**config.mk**
```make
export PLATFORM = sky130hd
export DESIGN_NAME = dot_star_pattern_matcher_core
export DESIGN_NICKNAME = d
export VERILOG_FILES = /design/src/hdl/dspm_pkg.sv /design/src/hdl/dot_star_pattern_matcher_core.sv /design/src/hdl/dspm_cell.sv
export SDC_FILE = /design/constraint.sdc
export NUM_CORES = 1
export LEC_CHECK = 0
export ABC_AREA = 0
export BUFFER_PORTS_ARGS = -buffer_cell sky130_fd_sc_hd__buf_2
export CORE_UTILIZATION = 65
export DETAILED_ROUTE_END_ITERATION = 7
export MAX_ROUTING_LAYER = met4
export PLACE_DENSITY = 0.83
export SLEW_MARGIN = 20
export SYNTH_ARGS = -nofsm -noshare
export SYNTH_HDL_FRONTEND = slang
export SYNTH_SLANG_ARGS = --single-unit
```
**constraint.sdc**
```tcl
create_clock -name aclk -period 9.4 [get_ports aclk]
set_input_delay 2.35 -clock aclk [delete_from_list [all_inputs] [get_ports aclk]]
set_output_delay 2.35 -clock aclk [all_outputs]
set_load 0.01 [all_outputs]
```
**src/hdl/dspm_pkg.sv**
```systemverilog
package dspm_pkg;

    // Largest pattern the core is built for by default.
    localparam int MAX_ELEMENTS_DEFAULT = 16;

    // Configuration port geometry.
    localparam int CFG_INDEX_W = 2;
    localparam int CFG_DATA_W  = 64;

    // Register indexes on the configuration port.
    localparam logic [CFG_INDEX_W-1:0] CFG_CHARS_LOW  = 2'd0;
    localparam logic [CFG_INDEX_W-1:0] CFG_CHARS_HIGH = 2'd1;
    localparam logic [CFG_INDEX_W-1:0] CFG_STAR_MASK  = 2'd2;
    localparam logic [CFG_INDEX_W-1:0] CFG_LENGTH     = 2'd3;

    localparam int LENGTH_REG_W = 5;

    // Pattern byte that matches any subject byte ('.').
    localparam logic [7:0] ANY_BYTE = 8'h2E;

    // What one cell hands to its right-hand neighbor.
    typedef struct packed {
        logic close;   // epsilon step from a live starred position (current set)
        logic move;    // a plain element consumed the byte and advances
        logic nclose;  // epsilon step from a live starred position (next set)
        logic active;  // the sending position lies inside the pattern
    } link_t;

endpackage

```
**src/hdl/dot_star_pattern_matcher_core.sv**
```systemverilog
// Channel   | Direction | Handshake          | Payload
// ----------+-----------+--------------------+----------------------------------
// s_        | in        | s_valid / s_ready  | s_ch, s_is_last, s_no_char
// m_        | out       | m_valid / m_ready  | m_matched, m_string_done
// cfg_      | in        | cfg_wr_en only     | cfg_index, cfg_wdata
//
// One request is taken per cycle when not stalled; its verdict appears on the m_
// side in the cycle after acceptance, set by the update of the row of position cells.
// Reset (aresetn low at a clock edge) clears the pattern registers and leaves
// only position zero live; no clearing pass is needed.
// The input stalls only while a verdict waits in the output register under a
// low m_ready; a verdict being taken frees the slot in the same cycle.
module dot_star_pattern_matcher_core #(
    parameter int MAX_ELEMENTS = dspm_pkg::MAX_ELEMENTS_DEFAULT
) (
    input  logic                              aclk,
    input  logic                              aresetn,
    // Subject string, one byte per request.
    input  logic                              s_valid,
    output logic                              s_ready,
    input  logic [7:0]                        s_ch,
    input  logic                              s_is_last,
    input  logic                              s_no_char,
    // Verdict per request.
    output logic                              m_valid,
    input  logic                              m_ready,
    output logic                              m_matched,
    output logic                              m_string_done,
    // Pattern configuration.
    input  logic                              cfg_wr_en,
    input  logic [dspm_pkg::CFG_INDEX_W-1:0]  cfg_index,
    input  logic [dspm_pkg::CFG_DATA_W-1:0]   cfg_wdata
);
    import dspm_pkg::*;

    // Width of a length that may reach MAX_ELEMENTS, also the select width
    // over the MAX_ELEMENTS+1 pattern positions.
    localparam int LEN_W = $clog2(MAX_ELEMENTS + 1);

    // ------------------------------------------------------------------
    // Configuration registers. They take effect on the very next request,
    // also in the middle of a string; live bits above a shorter length are
    // masked off by the cells.
    // ------------------------------------------------------------------
    logic [63:0]             pattern_chars_low_reg;
    logic [63:0]             pattern_chars_high_reg;
    logic [15:0]             star_mask_reg;
    logic [LENGTH_REG_W-1:0] pattern_length_reg;

    always_ff @(posedge aclk) begin
        if (!aresetn) begin
            pattern_chars_low_reg  <= '0;
            pattern_chars_high_reg <= '0;
            star_mask_reg          <= '0;
            pattern_length_reg     <= '0;
        end else if (cfg_wr_en) begin
            unique case (cfg_index)
                CFG_CHARS_LOW:  pattern_chars_low_reg  <= cfg_wdata[63:0];
                CFG_CHARS_HIGH: pattern_chars_high_reg <= cfg_wdata[63:0];
                CFG_STAR_MASK:  star_mask_reg          <= cfg_wdata[15:0];
                CFG_LENGTH:     pattern_length_reg     <= cfg_wdata[LENGTH_REG_W-1:0];
            endcase
        end
    end

    // A programmed length above what the core was built for is clamped.
    logic [LEN_W-1:0] len_act;
    always_comb begin
        if (pattern_length_reg > LENGTH_REG_W'(MAX_ELEMENTS)) begin
            len_act = LEN_W'(MAX_ELEMENTS);
        end else begin
            len_act = LEN_W'(pattern_length_reg);
        end
    end

    logic [127:0] pattern_chars;
    assign pattern_chars = {pattern_chars_high_reg, pattern_chars_low_reg};

    // ------------------------------------------------------------------
    // Handshake. The output register parts the two sides: a new request is
    // taken whenever the slot is empty or is being emptied this cycle.
    // ------------------------------------------------------------------
    logic accept;
    logic m_valid_reg;
    logic m_valid_next;
    logic m_matched_reg;
    logic m_matched_next;
    logic m_string_done_reg;

    assign s_ready = !m_valid_reg || m_ready;
    assign accept  = s_valid && s_ready;

    // ------------------------------------------------------------------
    // Row of position cells. Cell i owns live bit i and pattern element i.
    // Each cell closes the current set over a starred element, tests the
    // incoming byte, and closes the next set, handing the carries to its
    // right-hand neighbor. The final position (pattern fully consumed) has
    // no element and is kept here.
    // ------------------------------------------------------------------
    link_t                 links [0:MAX_ELEMENTS];
    logic [MAX_ELEMENTS:0] pos_vec;
    logic [MAX_ELEMENTS:0] live_vec;
    logic [MAX_ELEMENTS:0] range_vec;

    assign links[0] = '{close: 1'b0, move: 1'b0, nclose: 1'b0, active: 1'b1};
    assign range_vec[0] = 1'b1;

    for (genvar i = 0; i < MAX_ELEMENTS; i++) begin : g_cell
        dspm_cell #(
            .IDX   (i),
            .LEN_W (LEN_W)
        ) u_cell (
            .aclk    (aclk),
            .aresetn (aresetn),
            .len     (len_act),
            .elem    (pattern_chars[8*i +: 8]),
            .star    (star_mask_reg[i]),
            .ch      (s_ch),
            .no_char (s_no_char),
            .accept  (accept),
            .last    (s_is_last),
            .left    (links[i]),
            .right   (links[i+1]),
            .live_q  (live_vec[i]),
            .pos_now (pos_vec[i])
        );
        assign range_vec[i+1] = links[i+1].active;
    end

    // End position: reached by a plain element consuming the byte, or by an
    // epsilon step over a starred last element.
    logic end_live_reg;
    logic end_live_next;
    logic end_cur;
    logic end_adv;

    assign end_cur = (end_live_reg & links[MAX_ELEMENTS].active) | links[MAX_ELEMENTS].close;
    assign end_adv = s_no_char ? end_cur : links[MAX_ELEMENTS].move;
    assign pos_vec[MAX_ELEMENTS]  = end_adv | links[MAX_ELEMENTS].nclose;
    assign live_vec[MAX_ELEMENTS] = end_live_reg;

    always_comb begin
        end_live_next = end_live_reg;
        if (accept) begin
            // After the last byte of a string the set starts over.
            end_live_next = s_is_last ? 1'b0 : pos_vec[MAX_ELEMENTS];
        end
    end

    always_ff @(posedge aclk) begin
        if (!aresetn) begin
            end_live_reg <= 1'b0;
        end else begin
            end_live_reg <= end_live_next;
        end
    end

    // ------------------------------------------------------------------
    // Verdict: the string matches when the position at the pattern length
    // is live in the updated set.
    // ------------------------------------------------------------------
    assign m_matched_next = pos_vec[len_act];

    always_comb begin
        m_valid_next = m_valid_reg;
        if (accept) begin
            m_valid_next = 1'b1;
        end else if (m_ready) begin
            m_valid_next = 1'b0;
        end
    end

    always_ff @(posedge aclk) begin
        if (!aresetn) begin
            m_valid_reg <= 1'b0;
        end else begin
            m_valid_reg <= m_valid_next;
        end
    end

    always_ff @(posedge aclk) begin
        if (accept) begin
            m_matched_reg     <= m_matched_next;
            m_string_done_reg <= s_is_last;
        end
    end

    assign m_valid       = m_valid_reg;
    assign m_matched     = m_matched_reg;
    assign m_string_done = m_string_done_reg;

`ifndef NO_ASSERTIONS
    // The end of a string leaves only position zero live.
    a_restart_after_last : assert property (@(posedge aclk) disable iff (!aresetn)
        accept && s_is_last |=> live_vec == (MAX_ELEMENTS+1)'(1))
        else $error("live set not restarted after the last byte");

    // Every accepted request produces a verdict in the output register.
    a_verdict_follows : assert property (@(posedge aclk) disable iff (!aresetn)
        accept |=> m_valid_reg)
        else $error("accepted request left no verdict");

    // An update never leaves positions beyond the pattern length live.
    a_live_in_range : assert property (@(posedge aclk) disable iff (!aresetn)
        accept |=> (live_vec & ~$past(range_vec)) == '0)
        else $error("live bit beyond pattern length");

    // The verdict sits in a fixed register while the consumer stalls, so a
    // stalled slot never takes a new request.
    a_no_overwrite : assert property (@(posedge aclk) disable iff (!aresetn)
        m_valid_reg && !m_ready |-> !accept)
        else $error("request accepted over a pending verdict");
`endif

endmodule

```
**src/hdl/dspm_cell.sv**
```systemverilog
module dspm_cell #(
    parameter int IDX   = 0,
    parameter int LEN_W = 5
) (
    input  logic             aclk,
    input  logic             aresetn,
    input  logic [LEN_W-1:0] len,
    input  logic [7:0]       elem,
    input  logic             star,
    input  logic [7:0]       ch,
    input  logic             no_char,
    input  logic             accept,
    input  logic             last,
    input  dspm_pkg::link_t  left,
    output dspm_pkg::link_t  right,
    output logic             live_q,
    output logic             pos_now
);
    import dspm_pkg::*;

    localparam logic LIVE_INIT = (IDX == 0) ? 1'b1 : 1'b0;

    logic live_reg;
    logic live_next;
    logic active;
    logic in_range;
    logic cur;
    logic hit;
    logic adv;
    logic pos;

    // A position is inside the set when it is at most the pattern length,
    // which is exactly when the left neighbor is an element in use.
    assign active   = (LEN_W'(IDX) < len);
    assign in_range = left.active;

    // Closed current set, consumed byte, then closed next set.
    assign cur = (live_reg & in_range) | left.close;
    assign hit = cur & active & ((elem == ANY_BYTE) || (elem == ch));
    assign adv = no_char ? cur : ((hit & star) | left.move);
    assign pos = adv | left.nclose;

    assign right.close  = cur & star & active;
    assign right.move   = hit & ~star;
    assign right.nclose = pos & star & active;
    assign right.active = active;

    always_comb begin
        live_next = live_reg;
        if (accept) begin
            live_next = last ? LIVE_INIT : pos;
        end
    end

    always_ff @(posedge aclk) begin
        if (!aresetn) begin
            live_reg <= LIVE_INIT;
        end else begin
            live_reg <= live_next;
        end
    end

    assign live_q  = live_reg;
    assign pos_now = pos;

endmodule

```
==> flow_summary_export.csv <==
group,metric,value,unit
yosys,netlist_instances,1253,
route,post_drt_wl_per_cell,19.3,um
route,drc,4,
critical_path,crit_type,"in -> reg",
pwr,p_sw,458,uW
route,first_iter_violations,964,
outcome,violations,"design-rule violations",
yosys,synth_top_area_share,33.8,%
yosys,ys_ff_latch,169,
floorplanning,die_x,125,um
clock_network,cts_hold_buf,0,
global_route,grt_max_degree,118,
layout,drive_gt1_share,12.2,%
clock_network,cts_setup_buffers,0,
clock_network,ctsResizeCount,0,
clock_network,htreeDepth,4,
placed_design,dp_hpwl,19400,um
global_route,track_usage,38.2,%
critical_path,worstPathArrival,5.47,ns
pwr,power_density,153,nW/um^2
floorplanning,core_area,14700,um^2
floorplanning,dieArea,15700,um^2
timing,finalSetupTns,0,ns
flow_run,drv_cap,0,
layout,final_core_util,73.4,%
pwr,share_comb_of_total_power,10.7,%
min_path,hp-class,"reg -> reg",
pwr,intPower,1.19,mW
yosys,netlist_area,9880,um^2
layout,area_growth,9.11,%
critical_path,cp_max_fo,37,
yosys,yosys.area.top_type,"dfxtp_1",
placed_design,numPortBuffers,84,
yosys,ys_warn_count,0,
timing,min_period_over_period,56.3,%
clock_network,cts.sinks,169,
layout,instances_no_fill,1475,
timing,fin_skew,0.0106,ns
yosys,synth_area_leaders,"dfxtp_1 (34%), nand2_1 (13%), a21boi_0 (11%)",
floorplanning,die_h,125,um
timing,tightest_slew,0.982,ns
pwr,seq_power_share,46.8,%
global_route,antenna_found_initial,0,
critical_path,ff2ff_setup_slack,5.62,ns
pwr,swShare,27.8,%
pwr,vdd_ir_drop_max,133,uV
outcome,status,"finished, violations left",
floorplanning,ios,85,
pwr,clkPwrFrac,42.5,%
route,drt_first_pass_iters,8,
timing,setup-violations-final,0,
timing,drv_slew,0,
route,viasPerCell,6.37,
floorplanning,start_util,67.2,%
clock_network,cts_tree,"yes",
yosys,ys_types,83,
placed_design,post-place-ws,3.76,ns
route,finalWirelength,28500,um
timing,finalHoldViolations,0,
placed_design,dp_cells,1442,
global_route,grt_pass1_vias,9001,
critical_path,startpoint_type,"primary input",
yosys,synth_edf_count,2,
clock_network,clkTransAtPathRegs,0.07,ns
timing,fmax,189,MHz
clock_network,clk_latency,0.44,ns
global_route,grt_pass1_wl,45800,um
timing,rsz0062_at_grt,"false",
clock_network,root_buffer,"clkbuf_16",
route,detail-route-antenna-nets,0,
yosys,synth_fp_nets,1334,
timing,setup_slack,4.11,ns
global_route,overflow,0,
timing,period_needed,5.29,ns
placed_design,gp_congestion,0.982,
clock_network,cts_buffers,17,
floorplanning,row_count,44,
layout,finalNetCount,1358,
clock_network,clockBufferDepth,2,
pwr,p_leak,3.98,nW
critical_path,crit_required,9.58,ns
timing,relSlewSlack,34.5,%
yosys,synthArstFlopShare,0,%
yosys,synth-main-ff-cell,"dfxtp_1",
critical_path,end_kind,"register",
layout,fillers,1159,
route,vias,9397,
yosys,ys_seq_area_share,34.4,%
yosys,avgSynthCellArea,7.89,um^2
-- final cells by class --
class	count	area, um^2	area share [%]
clock buffers	19	443	4.11
multi-input cells	987	6050	56.1
diodes	1	2.50	0.0232
well taps	184	230	2.13
clock inverters	13	139	1.29
flip-flops and latches	169	3400	31.6
inverters	12	45.0	0.418
repair buffers	90	468	4.34
-- layout by cell type, fill, tap and decap left out, drive strengths merged, types with 19 or more instances in the layout --
master and count:
a21boi 150, a21oi 40, buf 90, clkbuf 19, dfxtp 167, nand2 338, nand2b 19, nor2 35
nor4 46, o21ai 41, xor2 112
-- synth_stat cells (3+ instances only) --
master / count
xnor2_1: 16
o21a_1: 4
dfxtp_1: 167
o31ai_1: 4
buf_2: 9
a21boi_0: 148
mux2i_1: 6
buf_4: 14
o21ai_1: 5
o211ai_1: 7
clkbuf_1: 59
a211oi_1: 7
nand4b_1: 15
nand4_1: 9
or3_1: 3
a21oi_1: 39
and2_1: 6
nand3_1: 16
inv_1: 12
nor3_1: 13
nand2_1: 338
nor2b_1: 18
xor2_1: 112
nand2b_1: 19
a21o_1: 4
nand3b_1: 4
a31oi_1: 8
nor2_1: 35
nor4b_1: 4
a22oi_1: 8
o21ai_0: 34
nor4_1: 43
-- power groups by stage --
stage | sequential, mW | combinational [mW] | clock (mW)
2_1_floorplan | 0.773 | 0.125 | 0
3_3_place_gp | 0.785 | 0.166 | 0
3_5_place_dp | 0.785 | 0.171 | 0
4_1_cts | 0.769 | 0.173 | 0.700
5_1_grt | 0.772 | 0.192 | 0.732
6_report | 0.770 | 0.176 | 0.699
-- routing by layer --
layer | global-route usage, % | routed length, um | up-vias
li1 | - | - | 4383
met1 | 47.8 | 11800 | 4390
met2 | 59.2 | 13100 | 527
met3 | 7.19 | 2470 | 97
met4 | 18.4 | 1110 | 0
met5 | - | 0 | -
-- per-stage QoR --
| stage | power (mW) | hold slack (ns) | area (um^2) |
|---|---|---|---|
| 2_1_floorplan | 0.897 | 0.437 | 9880 |
| 3_3_place_gp | 0.951 | 0.474 | 10200 |
| 3_5_place_dp | 0.957 | 0.478 | 10200 |
| 4_1_cts | 1.64 | 0.487 | 10800 |
| 5_1_grt | 1.70 | 0.518 | 10800 |
| 6_report | 1.65 | 0.486 | 10800 |
-- worst max-delay path, cell delays in order --
cell,delay [ns]
buf_2,0.54
inv_1,0.45
o21ai_0,0.29
o32ai_1,0.11
nor3_2,0.29
nand2_1,0.17
a311oi_2,0.41
mux2i_1,0.13
a41oi_1,0.22
o2111ai_1,0.13
or3_1,0.39
-- path summary, 6_finish.rpt --
| check | startpoint | to | depth (start not counted) |
|---|---|---|---|
| min reg2reg | end_live_reg | end_live_reg | 2 |
| max reg2reg | pattern_length_reg[4] | m_matched | 12 |
| min | end_live_reg | end_live_reg | 2 |
| max | s_no_char | m_matched | 11 |
-- kinds of logic (layout without fill, tap and decap cells) --
group / Yosys count / in the layout / synth area share, %
AND/OR/NAND/NOR: 540 / 540 / 25.6
AO/OA/AOI/OAI: 312 / 312 / 23.5
flip-flops: 169 / 169 / 34.4
XOR/XNOR: 128 / 128 / 11.3
buffers and inverters: 97 / 134 / 4.40
multiplexers: 7 / 7 / 0.722
other: 0 / 1 / 0
Power figures use the tool's default switching activity.
